**config.mk**
```make
export PLATFORM = sky130hd
export DESIGN_NAME = yuyv_to_rgb24_converter_flat
export DESIGN_NICKNAME = d
export VERILOG_FILES = /design/src/rtl/core/yrc_pkg.sv /design/src/rtl/core/yrc_if.sv /design/src/rtl/core/yrc_chroma.sv /design/src/rtl/core/yrc_lane.sv /design/src/rtl/core/yrc_pos.sv /design/src/rtl/core/yuyv_to_rgb24_converter.sv /design/src/flat_wrapper.sv
export SDC_FILE = /design/constraint.sdc
export NUM_CORES = 1
export LEC_CHECK = 0
export BUFFER_PORTS_ARGS = -buffer_cell sky130_fd_sc_hd__buf_2
export CAP_MARGIN = 5
export CELL_PAD_IN_SITES_DETAIL_PLACEMENT = 0
export CELL_PAD_IN_SITES_GLOBAL_PLACEMENT = 1
export CORE_MARGIN = 2
export CORE_UTILIZATION = 35
export CTS_CLUSTER_DIAMETER = 120
export DETAILED_ROUTE_END_ITERATION = 16
export PLACE_DENSITY = 0.65
export REMOVE_ABC_BUFFERS = 1
export SLEW_MARGIN = 10
export SYNTH_ARGS = -nofsm -noshare
export SYNTH_HDL_FRONTEND = slang
export SYNTH_SLANG_ARGS = --single-unit
```
**constraint.sdc**
```tcl
create_clock -name clk_i -period 5.5 [get_ports clk_i]
set_input_delay 0.825 -clock clk_i [delete_from_list [all_inputs] [get_ports clk_i]]
set_output_delay 0.825 -clock clk_i [all_outputs]
set_load 0.05 [all_outputs]
```
**src/rtl/core/yrc_pkg.sv**
```systemverilog
package yrc_pkg;

  // default size limits
  localparam int MAX_WIDTH_DEF  = 4096;
  localparam int MAX_HEIGHT_DEF = 4096;

  // field widths
  localparam int PIX_W     = 8;
  localparam int CFG_W     = 13;
  localparam int CFG_IDX_W = 2;
  localparam int PROD_W    = 17;
  localparam int TERM_W    = 10;
  localparam int SUM_W     = 11;

  // register indexes
  localparam logic [CFG_IDX_W-1:0] REG_FRAME_WIDTH  = 2'd0;
  localparam logic [CFG_IDX_W-1:0] REG_FRAME_HEIGHT = 2'd1;

  // register reset values
  localparam logic [CFG_W-1:0] FRAME_WIDTH_RST  = 13'd640;
  localparam logic [CFG_W-1:0] FRAME_HEIGHT_RST = 13'd480;

  // chroma offset and output ceiling
  localparam logic [PIX_W-1:0] CHROMA_MID = 8'd128;
  localparam logic [PIX_W-1:0] PIX_MAX    = 8'd255;

  // color matrix coefficients, scaled by 256
  localparam logic signed [8:0] COEF_RV = 9'sd103;
  localparam logic signed [8:0] COEF_GU = 9'sd88;
  localparam logic signed [8:0] COEF_GV = 9'sd183;
  localparam logic signed [8:0] COEF_BU = 9'sd198;

  // chroma contributions shared by both pixels of a macropixel
  typedef struct packed {
    logic signed [TERM_W-1:0] rv;
    logic signed [TERM_W-1:0] gt;
    logic signed [TERM_W-1:0] bu;
  } chroma_terms_t;

  // one converted pixel
  typedef struct packed {
    logic [PIX_W-1:0] b;
    logic [PIX_W-1:0] g;
    logic [PIX_W-1:0] r;
  } bgr_t;

  // position flags of a macropixel
  typedef struct packed {
    logic second_present;
    logic row_end;
    logic frame_end;
  } pos_flags_t;

endpackage

```
**src/rtl/core/yrc_if.sv**
```systemverilog
// yuyv macropixel channel
interface yrc_in_if;
  logic                      valid;
  logic                      ready;
  logic [yrc_pkg::PIX_W-1:0] luma_first;
  logic [yrc_pkg::PIX_W-1:0] chroma_blue;
  logic [yrc_pkg::PIX_W-1:0] luma_second;
  logic [yrc_pkg::PIX_W-1:0] chroma_red;

  modport source (output valid, luma_first, chroma_blue, luma_second, chroma_red,
                  input ready);
  modport sink   (input valid, luma_first, chroma_blue, luma_second, chroma_red,
                  output ready);
endinterface

// rgb pixel pair channel
interface yrc_out_if;
  logic                      valid;
  logic                      ready;
  logic [yrc_pkg::PIX_W-1:0] blue_first;
  logic [yrc_pkg::PIX_W-1:0] green_first;
  logic [yrc_pkg::PIX_W-1:0] red_first;
  logic [yrc_pkg::PIX_W-1:0] blue_second;
  logic [yrc_pkg::PIX_W-1:0] green_second;
  logic [yrc_pkg::PIX_W-1:0] red_second;
  logic                      second_present;
  logic                      row_end;
  logic                      frame_end;

  modport source (output valid, blue_first, green_first, red_first, blue_second,
                  green_second, red_second, second_present, row_end, frame_end,
                  input ready);
  modport sink   (input valid, blue_first, green_first, red_first, blue_second,
                  green_second, red_second, second_present, row_end, frame_end,
                  output ready);
endinterface

// register write channel
interface yrc_cfg_if;
  logic                          valid;
  logic                          ready;
  logic [yrc_pkg::CFG_IDX_W-1:0] index;
  logic [yrc_pkg::CFG_W-1:0]     data;

  modport source (output valid, index, data, input ready);
  modport sink   (input valid, index, data, output ready);
endinterface

```
**src/rtl/core/yrc_chroma.sv**
```systemverilog
module yrc_chroma (
  input  logic [yrc_pkg::PIX_W-1:0] chroma_blue_i,
  input  logic [yrc_pkg::PIX_W-1:0] chroma_red_i,
  output yrc_pkg::chroma_terms_t    terms_o
);

  logic signed [yrc_pkg::PIX_W-1:0]  u;
  logic signed [yrc_pkg::PIX_W-1:0]  v;
  logic signed [yrc_pkg::PROD_W-1:0] p_rv;
  logic signed [yrc_pkg::PROD_W-1:0] p_gu;
  logic signed [yrc_pkg::PROD_W-1:0] p_gv;
  logic signed [yrc_pkg::PROD_W-1:0] p_bu;
  logic signed [8:0]                 t_rv;
  logic signed [8:0]                 t_gu;
  logic signed [8:0]                 t_gv;
  logic signed [8:0]                 t_bu;

  // remove the offset-binary bias
  assign u = $signed(chroma_blue_i - yrc_pkg::CHROMA_MID);
  assign v = $signed(chroma_red_i - yrc_pkg::CHROMA_MID);

  // constant products
  assign p_rv = yrc_pkg::PROD_W'(v) * yrc_pkg::PROD_W'(yrc_pkg::COEF_RV);
  assign p_gu = yrc_pkg::PROD_W'(u) * yrc_pkg::PROD_W'(yrc_pkg::COEF_GU);
  assign p_gv = yrc_pkg::PROD_W'(v) * yrc_pkg::PROD_W'(yrc_pkg::COEF_GV);
  assign p_bu = yrc_pkg::PROD_W'(u) * yrc_pkg::PROD_W'(yrc_pkg::COEF_BU);

  // floor divide by 256 is an arithmetic shift
  assign t_rv = $signed(p_rv[16:8]);
  assign t_gu = $signed(p_gu[16:8]);
  assign t_gv = $signed(p_gv[16:8]);
  assign t_bu = $signed(p_bu[16:8]);

  // per-channel chroma contribution
  assign terms_o.rv = yrc_pkg::TERM_W'(v) + yrc_pkg::TERM_W'(t_rv);
  assign terms_o.gt = -yrc_pkg::TERM_W'(t_gu) - yrc_pkg::TERM_W'(t_gv);
  assign terms_o.bu = yrc_pkg::TERM_W'(u) + yrc_pkg::TERM_W'(t_bu);

endmodule

```
**src/rtl/core/yrc_lane.sv**
```systemverilog
module yrc_lane (
  input  logic [yrc_pkg::PIX_W-1:0] luma_i,
  input  yrc_pkg::chroma_terms_t    terms_i,
  output yrc_pkg::bgr_t             pix_o
);

  logic signed [yrc_pkg::SUM_W-1:0] y_ext;
  logic signed [yrc_pkg::SUM_W-1:0] sum_b;
  logic signed [yrc_pkg::SUM_W-1:0] sum_g;
  logic signed [yrc_pkg::SUM_W-1:0] sum_r;

  function automatic logic [yrc_pkg::PIX_W-1:0] sat8(
    input logic signed [yrc_pkg::SUM_W-1:0] x
  );
    logic [yrc_pkg::PIX_W-1:0] res;
    if (x < 0) begin
      res = '0;
    end else if (x > $signed(yrc_pkg::SUM_W'(yrc_pkg::PIX_MAX))) begin
      res = yrc_pkg::PIX_MAX;
    end else begin
      res = x[yrc_pkg::PIX_W-1:0];
    end
    return res;
  endfunction

  // add luma to each chroma term
  assign y_ext = $signed(yrc_pkg::SUM_W'(luma_i));
  assign sum_b = y_ext + yrc_pkg::SUM_W'(terms_i.bu);
  assign sum_g = y_ext + yrc_pkg::SUM_W'(terms_i.gt);
  assign sum_r = y_ext + yrc_pkg::SUM_W'(terms_i.rv);

  // clamp to the pixel range
  assign pix_o.b = sat8(sum_b);
  assign pix_o.g = sat8(sum_g);
  assign pix_o.r = sat8(sum_r);

endmodule

```
**src/rtl/core/yrc_pos.sv**
```systemverilog
module yrc_pos #(
  parameter int MAX_WIDTH  = yrc_pkg::MAX_WIDTH_DEF,
  parameter int MAX_HEIGHT = yrc_pkg::MAX_HEIGHT_DEF
) (
  input  logic                      clk_i,
  input  logic                      rst_ni,
  input  logic                      advance_i,
  input  logic [yrc_pkg::CFG_W-1:0] frame_width_i,
  input  logic [yrc_pkg::CFG_W-1:0] frame_height_i,
  output yrc_pkg::pos_flags_t       flags_o
);

  localparam int PerRowMax = (MAX_WIDTH + 1) / 2;
  localparam int CW        = $clog2(PerRowMax + 1);
  localparam int RW        = $clog2(MAX_HEIGHT + 1);

  logic [31:0]   w_ext;
  logic [31:0]   h_ext;
  logic [31:0]   w_clip;
  logic [31:0]   h_clip;
  logic [CW-1:0] per_row;
  logic [RW-1:0] rows;
  logic [CW-1:0] col_q, col_d, col_inc;
  logic [RW-1:0] row_q, row_d, row_inc;
  logic          row_end;
  logic          frame_end;

  // clip the geometry to 1..max
  assign w_ext = 32'(frame_width_i);
  assign h_ext = 32'(frame_height_i);

  always_comb begin
    if (w_ext == 32'd0) begin
      w_clip = 32'd1;
    end else if (w_ext > 32'(MAX_WIDTH)) begin
      w_clip = 32'(MAX_WIDTH);
    end else begin
      w_clip = w_ext;
    end
    if (h_ext == 32'd0) begin
      h_clip = 32'd1;
    end else if (h_ext > 32'(MAX_HEIGHT)) begin
      h_clip = 32'(MAX_HEIGHT);
    end else begin
      h_clip = h_ext;
    end
  end

  assign per_row = CW'((w_clip + 32'd1) >> 1);
  assign rows    = RW'(h_clip);

  // end of row and frame detection
  assign col_inc   = col_q + CW'(1);
  assign row_inc   = row_q + RW'(1);
  assign row_end   = col_inc >= per_row;
  assign frame_end = row_end && (row_inc >= rows);

  assign flags_o.row_end        = row_end;
  assign flags_o.frame_end      = frame_end;
  assign flags_o.second_present = !(row_end && w_clip[0]);

  // counter update
  always_comb begin
    col_d = col_q;
    row_d = row_q;
    if (advance_i) begin
      if (row_end) begin
        col_d = '0;
        row_d = frame_end ? '0 : row_inc;
      end else begin
        col_d = col_inc;
      end
    end
  end

  always_ff @(posedge clk_i or negedge rst_ni) begin
    if (!rst_ni) begin
      col_q <= '0;
      row_q <= '0;
    end else begin
      col_q <= col_d;
      row_q <= row_d;
    end
  end

endmodule

```
**src/rtl/core/yuyv_to_rgb24_converter.sv**
```systemverilog
// Converts a stream of packed YUYV 4:2:2 macropixels to pairs of RGB pixels, one
// macropixel per clock with back-to-back beats. Each beat is accepted while the
// first stage is free to move and moves via stage 1 to the output register;
// the rate is set by the two-stage pipeline (shared chroma multiplies, then two
// parallel pixel lanes with saturation), which advances every cycle the sink
// takes a beat. The position counters mark the last macropixel of each row and
// frame; for an odd frame width the last beat of a row carries only its first
// pixel. Write frame_width and frame_height only while no beat is in flight;
// zero reads as one and values above the size limits saturate to them.
module yuyv_to_rgb24_converter #(
  parameter int MAX_WIDTH  = yrc_pkg::MAX_WIDTH_DEF,
  parameter int MAX_HEIGHT = yrc_pkg::MAX_HEIGHT_DEF
) (
  input  logic      clk_i,
  input  logic      rst_ni,
  yrc_cfg_if.sink   cfg_i,
  yrc_in_if.sink    pix_i,
  yrc_out_if.source rgb_o
);

  logic [yrc_pkg::CFG_W-1:0] frame_width_q;
  logic [yrc_pkg::CFG_W-1:0] frame_height_q;

  logic                      in_beat;
  logic                      s1_ready;
  logic                      s2_ready;
  logic                      s1_valid_q;
  logic                      out_valid_q;

  yrc_pkg::chroma_terms_t    terms;
  yrc_pkg::pos_flags_t       flags;
  yrc_pkg::chroma_terms_t    terms_q;
  yrc_pkg::pos_flags_t       flags_q;
  logic [yrc_pkg::PIX_W-1:0] y0_q;
  logic [yrc_pkg::PIX_W-1:0] y1_q;

  yrc_pkg::bgr_t             pix_a;
  yrc_pkg::bgr_t             pix_b;
  yrc_pkg::bgr_t             pix_b_gated;
  yrc_pkg::bgr_t             out_a_q;
  yrc_pkg::bgr_t             out_b_q;
  yrc_pkg::pos_flags_t       out_flags_q;

  // register writes
  assign cfg_i.ready = 1'b1;

  always_ff @(posedge clk_i or negedge rst_ni) begin
    if (!rst_ni) begin
      frame_width_q  <= yrc_pkg::FRAME_WIDTH_RST;
      frame_height_q <= yrc_pkg::FRAME_HEIGHT_RST;
    end else if (cfg_i.valid) begin
      unique case (cfg_i.index)
        yrc_pkg::REG_FRAME_WIDTH:  frame_width_q  <= cfg_i.data;
        yrc_pkg::REG_FRAME_HEIGHT: frame_height_q <= cfg_i.data;
        default: ;
      endcase
    end
  end

  // pipeline handshake
  assign s2_ready    = !out_valid_q || rgb_o.ready;
  assign s1_ready    = !s1_valid_q || s2_ready;
  assign pix_i.ready = s1_ready;
  assign in_beat     = pix_i.valid && s1_ready;

  // row and frame position
  yrc_pos #(
    .MAX_WIDTH  (MAX_WIDTH),
    .MAX_HEIGHT (MAX_HEIGHT)
  ) u_pos (
    .clk_i          (clk_i),
    .rst_ni         (rst_ni),
    .advance_i      (in_beat),
    .frame_width_i  (frame_width_q),
    .frame_height_i (frame_height_q),
    .flags_o        (flags)
  );

  // shared chroma products
  yrc_chroma u_chroma (
    .chroma_blue_i (pix_i.chroma_blue),
    .chroma_red_i  (pix_i.chroma_red),
    .terms_o       (terms)
  );

  // stage 1 registers
  always_ff @(posedge clk_i or negedge rst_ni) begin
    if (!rst_ni) begin
      s1_valid_q <= 1'b0;
    end else if (s1_ready) begin
      s1_valid_q <= pix_i.valid;
    end
  end

  always_ff @(posedge clk_i) begin
    if (in_beat) begin
      terms_q <= terms;
      flags_q <= flags;
      y0_q    <= pix_i.luma_first;
      y1_q    <= pix_i.luma_second;
    end
  end

  // one lane per pixel
  yrc_lane u_lane_a (
    .luma_i  (y0_q),
    .terms_i (terms_q),
    .pix_o   (pix_a)
  );

  yrc_lane u_lane_b (
    .luma_i  (y1_q),
    .terms_i (terms_q),
    .pix_o   (pix_b)
  );

  // merge: drop the second pixel past the row end
  assign pix_b_gated = flags_q.second_present ? pix_b : '0;

  // output register
  always_ff @(posedge clk_i or negedge rst_ni) begin
    if (!rst_ni) begin
      out_valid_q <= 1'b0;
    end else if (s2_ready) begin
      out_valid_q <= s1_valid_q;
    end
  end

  always_ff @(posedge clk_i) begin
    if (s2_ready && s1_valid_q) begin
      out_a_q     <= pix_a;
      out_b_q     <= pix_b_gated;
      out_flags_q <= flags_q;
    end
  end

  assign rgb_o.valid          = out_valid_q;
  assign rgb_o.blue_first     = out_a_q.b;
  assign rgb_o.green_first    = out_a_q.g;
  assign rgb_o.red_first      = out_a_q.r;
  assign rgb_o.blue_second    = out_b_q.b;
  assign rgb_o.green_second   = out_b_q.g;
  assign rgb_o.red_second     = out_b_q.r;
  assign rgb_o.second_present = out_flags_q.second_present;
  assign rgb_o.row_end        = out_flags_q.row_end;
  assign rgb_o.frame_end      = out_flags_q.frame_end;

endmodule

```
**src/flat_wrapper.sv**
```systemverilog
// flat-port wrapper written by rule: the top's interface ports become plain ports
module yuyv_to_rgb24_converter_flat 
#(
  parameter int MAX_WIDTH  = yrc_pkg::MAX_WIDTH_DEF,
  parameter int MAX_HEIGHT = yrc_pkg::MAX_HEIGHT_DEF
)
  (clk_i, rst_ni, cfg_i_valid, cfg_i_index, cfg_i_data, cfg_i_ready, pix_i_valid, pix_i_luma_first, pix_i_chroma_blue, pix_i_luma_second, pix_i_chroma_red, pix_i_ready, rgb_o_valid, rgb_o_blue_first, rgb_o_green_first, rgb_o_red_first, rgb_o_blue_second, rgb_o_green_second, rgb_o_red_second, rgb_o_second_present, rgb_o_row_end, rgb_o_frame_end, rgb_o_ready);
  yrc_cfg_if cfg_i_i ();
  yrc_in_if pix_i_i ();
  yrc_out_if rgb_o_i ();
  input  logic clk_i;
  input  logic rst_ni;
  input wire logic [$bits(cfg_i_i.valid)-1:0] cfg_i_valid;
  input wire logic [$bits(cfg_i_i.index)-1:0] cfg_i_index;
  input wire logic [$bits(cfg_i_i.data)-1:0] cfg_i_data;
  output wire logic [$bits(cfg_i_i.ready)-1:0] cfg_i_ready;
  input wire logic [$bits(pix_i_i.valid)-1:0] pix_i_valid;
  input wire logic [$bits(pix_i_i.luma_first)-1:0] pix_i_luma_first;
  input wire logic [$bits(pix_i_i.chroma_blue)-1:0] pix_i_chroma_blue;
  input wire logic [$bits(pix_i_i.luma_second)-1:0] pix_i_luma_second;
  input wire logic [$bits(pix_i_i.chroma_red)-1:0] pix_i_chroma_red;
  output wire logic [$bits(pix_i_i.ready)-1:0] pix_i_ready;
  output wire logic [$bits(rgb_o_i.valid)-1:0] rgb_o_valid;
  output wire logic [$bits(rgb_o_i.blue_first)-1:0] rgb_o_blue_first;
  output wire logic [$bits(rgb_o_i.green_first)-1:0] rgb_o_green_first;
  output wire logic [$bits(rgb_o_i.red_first)-1:0] rgb_o_red_first;
  output wire logic [$bits(rgb_o_i.blue_second)-1:0] rgb_o_blue_second;
  output wire logic [$bits(rgb_o_i.green_second)-1:0] rgb_o_green_second;
  output wire logic [$bits(rgb_o_i.red_second)-1:0] rgb_o_red_second;
  output wire logic [$bits(rgb_o_i.second_present)-1:0] rgb_o_second_present;
  output wire logic [$bits(rgb_o_i.row_end)-1:0] rgb_o_row_end;
  output wire logic [$bits(rgb_o_i.frame_end)-1:0] rgb_o_frame_end;
  input wire logic [$bits(rgb_o_i.ready)-1:0] rgb_o_ready;
  assign cfg_i_i.valid = cfg_i_valid;
  assign cfg_i_i.index = cfg_i_index;
  assign cfg_i_i.data = cfg_i_data;
  assign cfg_i_ready = cfg_i_i.ready;
  assign pix_i_i.valid = pix_i_valid;
  assign pix_i_i.luma_first = pix_i_luma_first;
  assign pix_i_i.chroma_blue = pix_i_chroma_blue;
  assign pix_i_i.luma_second = pix_i_luma_second;
  assign pix_i_i.chroma_red = pix_i_chroma_red;
  assign pix_i_ready = pix_i_i.ready;
  assign rgb_o_valid = rgb_o_i.valid;
  assign rgb_o_blue_first = rgb_o_i.blue_first;
  assign rgb_o_green_first = rgb_o_i.green_first;
  assign rgb_o_red_first = rgb_o_i.red_first;
  assign rgb_o_blue_second = rgb_o_i.blue_second;
  assign rgb_o_green_second = rgb_o_i.green_second;
  assign rgb_o_red_second = rgb_o_i.red_second;
  assign rgb_o_second_present = rgb_o_i.second_present;
  assign rgb_o_row_end = rgb_o_i.row_end;
  assign rgb_o_frame_end = rgb_o_i.frame_end;
  assign rgb_o_i.ready = rgb_o_ready;
  yuyv_to_rgb24_converter #(.MAX_WIDTH(MAX_WIDTH), .MAX_HEIGHT(MAX_HEIGHT)) u_core (.clk_i(clk_i), .rst_ni(rst_ni), .cfg_i(cfg_i_i), .pix_i(pix_i_i), .rgb_o(rgb_o_i));
endmodule
```
======== Word-level counts from Yosys, hierarchy flattened ========
Cells that the tools add are included.
operators by class
  order comparisons ....................... 16
  reduce and logical (&&, ||, !) cells .... 18
  muxes and demuxes ....................... 12
  eq/ne operators ......................... 1
  add/sub/neg operators ................... 15
  bitwise gates (word level) .............. 1
  $mul .................................... 4
operator list
  operator               number
  $mux 13                5
  $logic_not 32->1       2
  $mux 8                 6
  $add 9x10->11          4
  $gt 11x9->1 const B    4
  $lt 11x1->1 const B    4
  $mul 8x8->16 const B   2
  $add 13x1->13 const B  2
  $gt 13x13->1 const B   2
  $add 9x9->10           2
  $gt 10x9->1 const B    2
  $lt 10x1->1 const B    2
  $mul 8x9->17 const B   1
  $sub 8x8->8 const B    2
  $ge 13x13->1           1
  $mul 8x5->13 const B   1
  $add 12x1->12 const B  1
  $ge 12x12->1           1
  $mux 12                1
  $add 8x9->10           1
  $neg 8->10             1
  $sub 10x9->10          1
  $add 8x8->9            1
  $reduce_and 2->1       3
  7 further kinds        15
storage, ports and cells
  logic and storage cells ................. 90
  output and inout bits ................... 54
  flip-flop bits (word level) ............. 152
  input port bits ......................... 52

======== Depth between registers and ports, before layout ========
Gate-level depths: netlist (run 1).
  depth after elaboration ................. 7
  mapped depth ............................ 24
  mapped depth without buffers ............ 24

======== Hierarchy ========
Synthesis (run 1) repeated with hierarchy kept, for this count alone.
second synthesis, totals
  cell total of the unflattened synthesis .. 1575
  area, all modules ....................... 15336.0 µm²
modules (own cells, without submodules)
  module                   times used  cells an instance  area an instance (µm²)  sequential area each (µm²)
  yrc_chroma               1           618                5231.3                  0.0
  yuyv_to_rgb24_converter  1           192                4272.8                  3711.1
  yrc_lane                 2           244                1726.7                  0.0
  yrc_pos                  1           277                2378.5                  625.6

======== Worst setup path after synthesis (run 1) ========
Ideal clock, no wire load.
  path type ............................... input to register
  start ................................... input port pix_i_chroma_red[6]
  end ..................................... register u_core.terms_q[19] in the netlist's numbering, data pin
  required time ........................... 5.241 ns
  stages .................................. 24
  path buffers ............................ 0
  slack ................................... -0.056 ns
  arrival ................................. 5.297 ns
  setup time .............................. 0.259 ns
  cell sequence ........................... inv_1 -> ha_1 -> ha_1 -> inv_1 -> fa_1 -> inv_1 -> fa_1 -> ha_1 -> o211ai_2 -> a21oi_2 -> and2_2 -> o21ai_0 -> o31a_1 -> ha_1 -> inv_1 -> ha_1 -> fa_1 -> a21oi_1 -> nor2_1 -> nor2_1 -> o21bai_1 -> a21oi_1 -> o21ai_0 -> xnor2_1
RTL lines
  what                  RTL line                       source
  from (decl)           flat_wrapper.sv:21             input wire logic [$bits(pix_i_i.chroma_red)-1:0] pix_i_chroma_red;
  to (signal assigned)  yuyv_to_rgb24_converter.sv:97  terms_q <= terms;
  to (decl)             yuyv_to_rgb24_converter.sv:32  yrc_pkg::chroma_terms_t terms_q;

==> summary.md, run 1 <==
| Metric | Value |
|---|---|
| Outcome | `finished clean` |
| Clock sinks | `152` |
| Net switching power | `3870 uW` |
| IO Port Bufs | `104` |
| CP arrival | `5410 ps` |
| Die Ht | `204 microns` |
| Fin util | `41.0%` |
| Yosys cell types | `80` |
| # IOs | `106` |
| Crit path kind | `in2reg` |
| Number of nets in the layout | `1909` |
| Met2 Routed Length | `13.8 mm` |
| Unrepaired setup endpoints after global routing | `false` |
| Die ar. | `0.0415 sq mm` |
| WL/cell | `15.0 microns` |
| Worst-path cell chain | `buf_2 > fa_1 > ha_1 > ha_1 > fa_1 > ha_1 > a311o_1 > o211ai_2 > a21oi_2 > buf_4 > a41o_1 > or4_4 > nand2_1 > xor2_1 > ha_1 > ha_1 > inv_1 > o21bai_1 > a21oi_2 > o21ai_1 > xnor2_1` |
| Met3 wire length | `943 microns` |
| Clock transition at the registers of the reported paths | `60 ps` |
| Slew of the pin with the lowest slew margin | `1090 ps` |
| Sw Share | `43.7%` |
| 1st-iter DRT viols | `403` |
| Startpoint types | `input pin` |
| Placed Area | `0.0156 sq mm` |
| Fraction of registers with async set/reset | `34.9%` |
| Int Power | `4980 uW` |
| DR vias/cell | `4.80` |
| Leak | `0.00768 uW` |
| Remaining Overflow, GRT | `0` |
| Pwr Density | `546 mW/mm^2` |
| Final ANT Viol Nets | `0` |
| Inserted Diodes | `0` |
| VDD IR max | `0.315 mV` |
| #FFs+latches synth | `152` |
| Layout area overhead | `16.0%` |
| DRT met1 WL | `16.7 mm` |
| Die X | `204 microns` |
| Root Driver | `clkbuf_16` |
| Number of flops mapped to enable cells by yosys | `99` |
| Finished Cell Area | `0.0162 sq mm` |
| Max Clock Freq | `191 MHz` |
| Clk Latency, worst-skew pair | `440 ps` |
| CTS H-tree depth | `4` |
| Clock power frac | `13.5%` |
| Clock Skew | `10.2 ps` |
| Initial antenna violation count | `2` |
| Crit-path max cell delay | `480 ps` |
| Maxcap violations | `0` |
| Top FF cell, synth | `edfxtp_1` |
| CTS tree | `yes` |
| Vias in the first global route | `10176` |
| Drt total wl | `31.7 mm` |
| Required @ worst endpoint | `5690 ps` |
| Core Rows | `73` |
| # DRC | `0` |
| Final hold violation count | `0` |
| Combinational share of power | `62.2%` |
| Hold depth | `0` |
| Min Tclk post-route | `5220 ps` |
| First-pass iteration count of the detailed router | `5` |
| Largest net degree at the start of global routing | `59` |
| Cell mode on critical path | `ha_1` |
| Max FO, Critical Path | `5` |
| Fill count | `3893` |
| Sequential share of the synthesized area | `30.8%` |
| Register share of total power | `24.3%` |
| Slowest CP cell | `fa_1` |
| Clock buffer depth | `2` |
| Final Cycle Share | `95.0%` |
| Gr usage total | `15.9%` |
| GP Congestion | `0.849` |
| HP Class | `reg2reg` |
| Uppermost layer routed | `met5` |
| CTS Buf Count | `17` |
| Share of cells above drive strength 1 | `17.1%` |
| Post-synthesis average cell area | `10.0 sq um` |
| Register-to-Register Path Depth | `16` |
| Cells after Synth | `1397` |
| Synth warn | `0` |
| Hpwl dp | `26.0 mm` |
| Crit path capture type | `flip-flop` |
| Final setup fails | `0` |
| Starting density of the core | `35.3%` |
| Synthesized cell area | `0.0140 sq mm` |
| First-pass GRT wire length | `52.3 mm` |
| Core area | `0.0395 sq mm` |
| Final Max Slew Viols | `0` |
| Rel. slew slack | `27.2%` |
| Via count | `10108` |
| Min Hold Slack | `422 ps` |
[power groups by stage]
stage	logic, uW	registers, uW	clock network, uW
floorplan	3480	2580	0
global placement	5470	2170	0
detailed placement	5520	2180	0
CTS	5560	2160	1230
global route	6240	2200	1280
finish	5500	2150	1200
[final timing paths]
kind,slack (ps),from,to
setup reg to reg,930,u_core.frame_width_q[6]$_DFFE_PN0P_,u_core.u_pos.col_q[0]$_DFFE_PN0P_
max in group asynchronous,4490,rst_ni,u_core.u_pos.row_q[3]$_DFFE_PN0P_
min in group asynchronous,530,rst_ni,u_core.frame_height_q[12]$_DFFE_PN0P_
setup / recovery,280,pix_i_chroma_red[3],u_core.terms_q[19]$_DFFE_PP_
hold / removal,420,u_core.flags_q[1]$_DFFE_PP_,u_core.rgb_o.row_end$_DFFE_PP_
hold reg to reg,420,u_core.flags_q[1]$_DFFE_PP_,u_core.rgb_o.row_end$_DFFE_PP_
[area by class of cell]
type                            count  area (sq um)  area share [%]
Multi-Input combinational cell   1050          8950            55.2
Sequential cell                   152          4310            26.6
Timing Repair Buffer              173          1040            6.40
Inverter                          176           661            4.07
Tap cell                          525           657            4.05
Clock buffer                       19           433            2.67
Clock inverter                     13           168            1.03
[cell families (layout without fill, tap and decap cells)]
family	count (synthesis)	in the layout	synth area share [%]
flops	152	152	30.8
other cells	1	1	0.0268
buf+inv	195	381	5.29
simple gates	306	306	10.6
fa+ha+maj	287	287	28.7
xor+xnor	116	116	7.27
mux	30	30	2.40
compound gates	310	310	14.9
[metal layers]
| metal | vias up | GRT usage, % |
|---|---|---|
| met2 | 117 | 24.6 |
| met3 | 20 | 2.46 |
| met1 | 4721 | 23.4 |
| met5 | - | 0 |
| met4 | 2 | 3.65 |
| li1 | 5248 | - |
[what timing repair did]
action / CTS / global route
setup endpoints to repair: 0 / 2
hold buffers: 0 / 0
buffers inserted: 0 / 1
gates resized for setup: 0 / 5
[registers in the layout, summed over array words and instances (netlist names)]
name	count
u_core.u_pos.col_q	12
u_core.y0_q	8
u_core.u_pos.row_q	13
u_core.rgb_o.valid	1
u_core.rgb_o.red_first	8
u_core.frame_width_q	13
u_core.flags_q	3
u_core.rgb_o.blue_second	8
u_core.rgb_o.red_second	8
u_core.y1_q	8
u_core.rgb_o.second_present	1
u_core.rgb_o.row_end	1
u_core.rgb_o.green_first	8
u_core.frame_height_q	13
u_core.rgb_o.blue_first	8
u_core.rgb_o.green_second	8
u_core.terms_q	29
u_core.s1_valid_q	1
u_core.rgb_o.frame_end	1
[worst max-delay path: cells and delay by family]
kind	cells	cell delay [ps]
and+or+nand+nor	2	540
xor gates and xnor gates	2	230
AOI/OAI and AO/OA	7	1180
buffers and inverters	3	330
adders and majority gates	7	2290
[placed cells by master, fill, tap and decap left out, drive strengths merged, types with 5 or more instances in the layout]
master     n
ha       231
inv      179
buf      173
edfxtp    99
nand2     85
nor2      77
a21oi     76
xnor2     74
o21ai     66
fa        56
dfrtp     47
o21a      46
xor2      42
a21o      33
mux2      28
nand3     27
nor2b     22
nand2b    22
nor3      19
clkbuf    19
and3      14
o21bai    14
o211ai     9
or2        8
a31oi      8
and2       8
nor4       7
dfstp      6
o2bb2ai    6
a21boi     6
clkinv     5
[metrics by stage]
step           setup slack (ps)  total power, uW  setup TNS [ps]  cells
2_1_floorplan             -55.8             6050           -55.8   1378
3_3_place_gp               -213             7640            -648   2075
3_5_place_dp               -307             7700            -961   2075
4_1_cts                     172             8950               0   2107
5_1_grt                    13.1             9720               0   2108
6_report                    275             8850               0   2108
[cells in the mapped netlist (3+ instances only)]
| library cell | n | share of area (%) |
|---|---|---|
| a21boi_0 | 3 | 0.16 |
| o31ai_1 | 3 | 0.16 |
| nor4_1 | 7 | 0.31 |
| o21a_1 | 46 | 2.5 |
| a211oi_1 | 4 | 0.21 |
| inv_1 | 176 | 4.7 |
| o21ai_1 | 4 | 0.14 |
| nand3b_1 | 4 | 0.21 |
| dfstp_2 | 6 | 1.1 |
| and2_1 | 6 | 0.27 |
| nor2_1 | 76 | 2.0 |
| or2_2 | 7 | 0.31 |
| buf_2 | 3 | 0.11 |
| a31oi_1 | 7 | 0.31 |
| a2111oi_0 | 3 | 0.19 |
| nor3_1 | 19 | 0.68 |
| nand2_1 | 85 | 2.3 |
| o21bai_1 | 14 | 0.75 |
| xnor2_1 | 74 | 4.6 |
| and3_1 | 14 | 0.63 |
| a41oi_1 | 3 | 0.19 |
| nand2b_1 | 22 | 0.98 |
| a22o_1 | 4 | 0.25 |
| mux2_2 | 28 | 2.3 |
| dfrtp_1 | 47 | 8.4 |
| a21oi_1 | 75 | 2.7 |
| o2bb2ai_1 | 5 | 0.31 |
| edfxtp_1 | 99 | 21 |
| o211ai_1 | 8 | 0.43 |
| or3_1 | 4 | 0.18 |
| a21o_1 | 31 | 1.7 |
| fa_1 | 56 | 8.0 |
| clkbuf_1 | 14 | 0.38 |
| o21ai_0 | 62 | 2.2 |
| nor2b_1 | 22 | 0.98 |
| o22ai_1 | 3 | 0.13 |
| a22oi_1 | 4 | 0.21 |
| xor2_1 | 42 | 2.6 |
| ha_1 | 231 | 21 |
| nand3_1 | 27 | 0.97 |
No activity file was read; power rests on OpenSTA's default activity.
==> inputs of run 2 (changes only) <==
Settings changed: REMOVE_ABC_BUFFERS 1 to unset.
==> run 2 against run 1 <==
Against the previous run:
- sequential share of layout area about the same
- power rose by 0.37%
- cell area about the same
- critical path depth stayed put
- hold slack got worse by 1.3 ps
- sequential cell count unchanged
- largest power group unchanged
==> summary.md, run 2 (synthesized netlist as in run 1, its figures left out) <==
| Metric | Value |
|---|---|
| FF-to-FF End | `u_core.u_pos.col_q[0]$_DFFE_PN0P_` |
| Starting density of the core | `35.3% (unchanged)` |
| Clock Skew | `15.3 ps (+5.01 ps)` |
| Initial antenna violation count | `0 (-2)` |
| Core Rows | `73 (unchanged)` |
| M1 GR Usage | `22.6% (-0.76 points)` |
| Overall power | `8880 uW (+0.37%)` |
| Remaining Overflow, GRT | `0 (unchanged)` |
| Biggest register | `u_core.terms_q` |
| Commonest cells after routing, fill and taps aside | `ha_1, inv_1, buf_2` |
| VDD IR max | `0.338 mV (+7.3%)` |
| Number of nets in the layout | `1910 (+0.052%)` |
| First-pass GRT wire length | `51.8 mm (-0.99%)` |
| # DRC | `0 (unchanged)` |
| IO Port Bufs | `104 (unchanged)` |
| Startpoint types | `input pin` |
| Die ar. | `0.0415 sq mm (unchanged)` |
| Register-to-Register Path Depth | `16 (unchanged)` |
| CP arrival | `5480 ps (+70 ps)` |
| Gr busiest metal | `met2` |
| Layout Cells excl Fill | `2109 (+0.047%)` |
| Hold depth | `0 (unchanged)` |
| GP Congestion | `0.860 (+1.3%)` |
| Crit path capture type | `flip-flop` |
| Max FO, Critical Path | `5 (unchanged)` |
| First-pass iteration count of the detailed router | `5 (unchanged)` |
| Clock transition at the registers of the reported paths | `60 ps (about the same)` |
| Rel. slew slack | `29.5% (+2.3 points)` |
| Die X | `204 microns (unchanged)` |
| Layout area overhead | `16.1% (about the same)` |
| Core area | `0.0395 sq mm (unchanged)` |
| Hpwl dp | `26.1 mm (+0.32%)` |
| Hold Path Origin | `u_core.flags_q[1]$_DFFE_PP_` |
| Final setup fails | `0 (unchanged)` |
| Via count | `10271 (+1.6%)` |
| Drt total wl | `31.9 mm (+0.73%)` |
| Syn nets | `1736` |
| Clock buffer depth | `2 (unchanged)` |
| # hold bufs at CTS | `0 (unchanged)` |
| Fin util | `41.0% (about the same)` |
| Clock sinks | `152 (unchanged)` |
| Clk Latency, worst-skew pair | `440 ps (about the same)` |
| Root Driver | `clkbuf_16` |
| 1st-iter DRT viols | `479 (+19%)` |
| Gr usage total | `15.7% (-0.26 points)` |
| Worst Hold End | `u_core.rgb_o.row_end$_DFFE_PP_` |
| Flop2flop setup slack | `850 ps (-80 ps)` |
| Share of cells above drive strength 1 | `17.4% (+0.30 points)` |
| Pwr Density | `548 mW/mm^2 (+0.32%)` |
| Worst setup margin | `196 ps (-78.8 ps)` |
| Commonest non-fill, non-tap cell in the layout | `ha_1` |
| Required @ worst endpoint | `5670 ps (-20 ps)` |
| Largest net degree at the start of global routing | `59 (unchanged)` |
| WL/cell | `15.1 microns (+0.69%)` |
| Final hold violation count | `0 (unchanged)` |
| Reg-to-Reg Start | `u_core.frame_width_q[6]$_DFFE_PN0P_` |
| Met3 Use GR | `2.25% (-0.21 points)` |
| Crit path kind | `in2reg` |
| Final Cycle Share | `96.4% (+1.4 points)` |
| Final Max Slew Viols | `0 (unchanged)` |
| Vias in the first global route | `10118 (-0.57%)` |
| Slew of the pin with the lowest slew margin | `1050 ps (-34.2 ps)` |
| Placed Area | `0.0156 sq mm (+0.10%)` |
| Leak | `0.00767 uW (about the same)` |
| Placed Instances | `2075 (unchanged)` |
| Min Tclk post-route | `5300 ps (+78.8 ps)` |
| Outcome | `finished clean` |
| Max Clock Freq | `189 MHz (-1.5%)` |
| CTS tree | `yes` |
| # IOs | `106 (unchanged)` |
| Unrepaired setup endpoints after global routing | `false` |
| Met2 Use GR | `24.6% (-0.049 points)` |
| Final ANT Viol Nets | `0 (unchanged)` |
| DR vias/cell | `4.87 (+1.6%)` |
| HP Class | `reg2reg` |
| Inserted Diodes | `0 (unchanged)` |
| Worst slack, placed | `-274 ps (+32.5 ps)` |
| Maxcap violations | `0 (unchanged)` |
| Die Ht | `204 microns (unchanged)` |
| Max reg flops | `29 (unchanged)` |
| CTS H-tree depth | `4 (unchanged)` |
| Finished Cell Area | `0.0162 sq mm (about the same)` |
| CTS Buf Count | `17 (unchanged)` |
## run 2: worst max-delay path by stage
| stage | start | to | slack, ps | cells after the start |
|---|---|---|---|---|
| after floorplan | pix_i_chroma_red[6] | u_core.terms_q[19]$_DFFE_PP_ | 40 | 24 |
| after global placement | pix_i_chroma_red[3] | u_core.terms_q[19]$_DFFE_PP_ | -200 | 22 |
| after detailed placement | pix_i_chroma_red[3] | u_core.terms_q[19]$_DFFE_PP_ | -270 | 22 |
| after CTS | pix_i_chroma_red[3] | u_core.terms_q[19]$_DFFE_PP_ | 170 | 22 |
| after global routing | pix_i_chroma_red[5] | u_core.terms_q[19]$_DFFE_PP_ | 8 | 25 |
| final | pix_i_chroma_red[2] | u_core.terms_q[19]$_DFFE_PP_ | 200 | 21 |
## run 2: timing repair
| action | 4_1_cts | 5_1_grt |
|---|---|---|
| buffers inserted | 0 | 2 |
| resized for setup | 0 | 4 |
| setup endpoints to repair | 0 | 2 |
## run 2: metal layers
layer	vias to the layer above	wire, microns
li1	5249	-
met1	4875	16300
met2	126	14200
met3	21	995
met4	0	448
met5	-	0
## run 2: layout make-up
cell class	instances	area (sq um)
repair buffers	174	1050
flip-flops and latches	152	4310
fillers	3870	23300
multi-input cells	1050	8970
inverters	176	664
clock buffers	17	425
well taps	525	657
clock inverters	15	156
## run 2: power by group
| part | switching (uW) | internal (uW) |
|---|---|---|
| Clock | 524 | 643 |
| Sequential | 326 | 1840 |
| Combinational | 3100 | 2450 |
| Total | 3950 | 4930 |
## run 2: worst max-delay path, cell delays in order
cell and delay (ps):
buf_2 140, fa_1 430, ha_1 310, ha_1 320
fa_1 480, ha_1 220, a311o_1 330, o211ai_2 80
a21oi_2 90, buf_4 130, a41o_1 280, a21o_2 200
ha_1 330, fa_1 450, a21oi_1 150, nor2_1 60
nor2_1 160, o21bai_1 110, a21oi_2 160, o21ai_1 90
xnor2_1 130
## run 2: per-stage QoR
step | hold slack [ps] | TNS, ps
after floorplan | 400 | 0
after global placement | 403 | -641
after detailed placement | 406 | -1050
after CTS | 418 | 0
after global routing | 432 | 0
final | 420 | 0
==> inputs of run 3 (changes only) <==
Settings changed: CORE_MARGIN 2 to 4.
==> run 3 against run 2 <==
Against the previous run:
- worst setup slack better by 82 ps
- first-iteration DRC count shrank 14%
- highest routed layer unchanged
- routed wire length is 0.64% lower
- non-clock buffer count rose by 6
==> summary.md, run 3 (synthesized netlist as in run 1, its figures left out) <==
| Metric | Value |
|---|---|
| CTS tree | `yes` |
| Core area | `0.0391 sq mm (-1.1%)` |
| Flop2flop setup slack | `800 ps (-50 ps)` |
| Leak | `0.00772 uW (+0.60%)` |
| Worst-path cell chain | `buf_2 > fa_1 > ha_1 > ha_1 > fa_1 > ha_1 > a311o_1 > o211ai_2 > a21oi_2 > and2_2 > o31a_1 > ha_1 > inv_1 > ha_1 > fa_1 > a21oi_1 > nor2_1 > nor2_1 > o21bai_1 > a21oi_2 > o21ai_2 > xnor2_1` |
| Slew of the pin with the lowest slew margin | `1060 ps (+7.66 ps)` |
| Final setup fails | `0 (unchanged)` |
| CTS H-tree depth | `4 (unchanged)` |
| # IOs | `106 (unchanged)` |
| # hold bufs at CTS | `0 (unchanged)` |
| Core Rows | `72 (-1.4%)` |
| Min Tclk post-route | `5220 ps (-82.4 ps)` |
| CTS Buf Count | `17 (unchanged)` |
| Syn nets | `1736 (unchanged)` |
| Startpoint types | `input pin` |
| Die X | `208 microns (+2.0%)` |
| Min Hold Slack | `421 ps (+0.263 ps)` |
| Final ANT Viol Nets | `0 (unchanged)` |
| Crit path kind | `in2reg` |
| Slowest CP cell | `fa_1` |
| Crit-path max cell delay | `480 ps (about the same)` |
| First-pass iteration count of the detailed router | `5 (unchanged)` |
| Commonest non-fill, non-tap cell in the layout | `ha_1` |
| Hpwl dp | `26.2 mm (+0.29%)` |
| Number of nets in the layout | `1916 (+0.31%)` |
| Starting density of the core | `35.7% (+0.41 points)` |
| First-pass GRT wire length | `53.2 mm (+2.7%)` |
| Commonest cells after routing, fill and taps aside | `ha_1, inv_1, buf_2` |
| Die ar. | `0.0432 sq mm (+4.0%)` |
| Vias in the first global route | `10255 (+1.4%)` |
| DR vias/cell | `4.83 (-0.81%)` |
| Clock Skew | `8.48 ps (-6.78 ps)` |
| Remaining Overflow, GRT | `0 (unchanged)` |
| Required @ worst endpoint | `5690 ps (+20 ps)` |
| Final hold violation count | `0 (unchanged)` |
| Max reg flops | `29 (unchanged)` |
| Clock transition at the registers of the reported paths | `60 ps (about the same)` |
| Clock buffer depth | `2 (unchanged)` |
| Layout area overhead | `16.5%` |
| Gr usage total | `15.0% (-0.71 points)` |
| Overall power | `8950 uW (+0.69%)` |
| Maxcap violations | `0 (unchanged)` |
| Die Ht | `208 microns (+2.0%)` |
| Final Cycle Share | `94.9% (-1.5 points)` |
| Via count | `10183 (-0.86%)` |
| HP Class | `reg2reg` |
| Placed Area | `0.0157 sq mm (+0.33%)` |
| # DRC | `0 (unchanged)` |
| Biggest register | `u_core.terms_q` |
| Share of cells above drive strength 1 | `17.7% (+0.31 points)` |
| IO Port Bufs | `104 (unchanged)` |
| Initial antenna violation count | `0 (unchanged)` |
| Fill count | `3851 (-0.49%)` |
| Largest net degree at the start of global routing | `59 (unchanged)` |
| Rel. slew slack | `28.9% (-0.51 points)` |
| Max FO, Critical Path | `5 (unchanged)` |
| 1st-iter DRT viols | `413 (-14%)` |
| Cell mode on critical path | `ha_1` |
| GP Congestion | `0.870 (+1.1%)` |
| Drt total wl | `31.7 mm (-0.64%)` |
| Max Clock Freq | `192 MHz (+1.6%)` |
| Final Max Slew Viols | `0 (unchanged)` |
| Crit path capture type | `flip-flop` |
| Root Driver | `clkbuf_16` |
| WL/cell | `15.1 microns (-0.59%)` |
| Outcome | `finished clean` |
| VDD IR max | `0.333 mV (-1.4%)` |
| Pwr Density | `549 mW/mm^2 (+0.30%)` |
| Unrepaired setup endpoints after global routing | `true` |
| CP arrival | `5410 ps (-70 ps)` |
| Clock sinks | `152 (unchanged)` |
| Finished Cell Area | `0.0163 sq mm (+0.39%)` |
| Inserted Diodes | `0 (unchanged)` |
| Clk Latency, worst-skew pair | `450 ps (about the same)` |
## run 3: changes by cell type in the layout (fill, tap and decap cells not counted), moves of 2 or more
cell / change
inv_6: -5
clkbuf_1: +2
buf_4: +6
inv_8: -4
bufinv_16: +2
clkinv_2: +3
## run 3: through the flow
stage          TNS, ps  setup WS (ps)  utilization [%]  instances
6_report             0            279             41.7       2108
5_1_grt          -3.88          -3.88             41.7       2108
4_1_cts              0            195             41.6       2108
3_5_place_dp      -951           -281             40.1       2076
3_3_place_gp      -669           -207             40.1       2076
2_1_floorplan        0           40.2                -       1397
## run 3: where the power goes
part           internal [uW]  switching, uW
Combinational           2480           3110
Sequential              1840            320
Clock                    723            467
Total                   5040           3900
## run 3: final cells by class
cell class,instances,area (sq um),area share (%)
Clock inverter,12,151,0.929
Inverter,176,664,4.08
Clock buffer,20,447,2.74
Sequential cell,152,4310,26.4
Multi-Input combinational cell,1050,8980,55.1
Timing Repair Buffer,180,1090,6.70
Tap cell,518,648,3.98
## run 3: worst max-delay path: cells and delay by family
kind | cells | cell delay, ps
adders and majority gates | 8 | 2620
buffers and inverters | 2 | 180
and+or+nand+nor | 3 | 380
xor gates and xnor gates | 1 | 130
AOI/OAI and AO/OA | 8 | 1260
## run 3: final timing paths
path | start | to | cells after the start
min in group asynchronous | rst_ni | u_core.frame_width_q[8]$_DFFE_PN0P_ | 2
max in group asynchronous | rst_ni | u_core.u_pos.col_q[6]$_DFFE_PN0P_ | 2
worst min register to register | u_core.flags_q[1]$_DFFE_PP_ | u_core.rgb_o.row_end$_DFFE_PP_ | 0
worst min-delay path | u_core.flags_q[1]$_DFFE_PP_ | u_core.rgb_o.row_end$_DFFE_PP_ | 0
worst max register to register | u_core.frame_width_q[6]$_DFFE_PN0P_ | u_core.u_pos.col_q[0]$_DFFE_PN0P_ | 16
worst max-delay path | pix_i_chroma_red[2] | u_core.terms_q[19]$_DFFE_PP_ | 22
## run 3: per-layer routing
metal	part of all wire, %	GRT usage (%)	vias to the layer above
met3	2.3	1.98	25
met4	1.6	4.28	0
met1	52	22.1	4782
li1	-	-	5254
met5	0	0	-
met2	44	23.1	122
## run 3: what timing repair did
action                                  CTS  global route
buffers inserted                          0             0
hold endpoints to repair                  0             0
gates resized for setup                   0             7
endpoints found under the setup margin    0             3
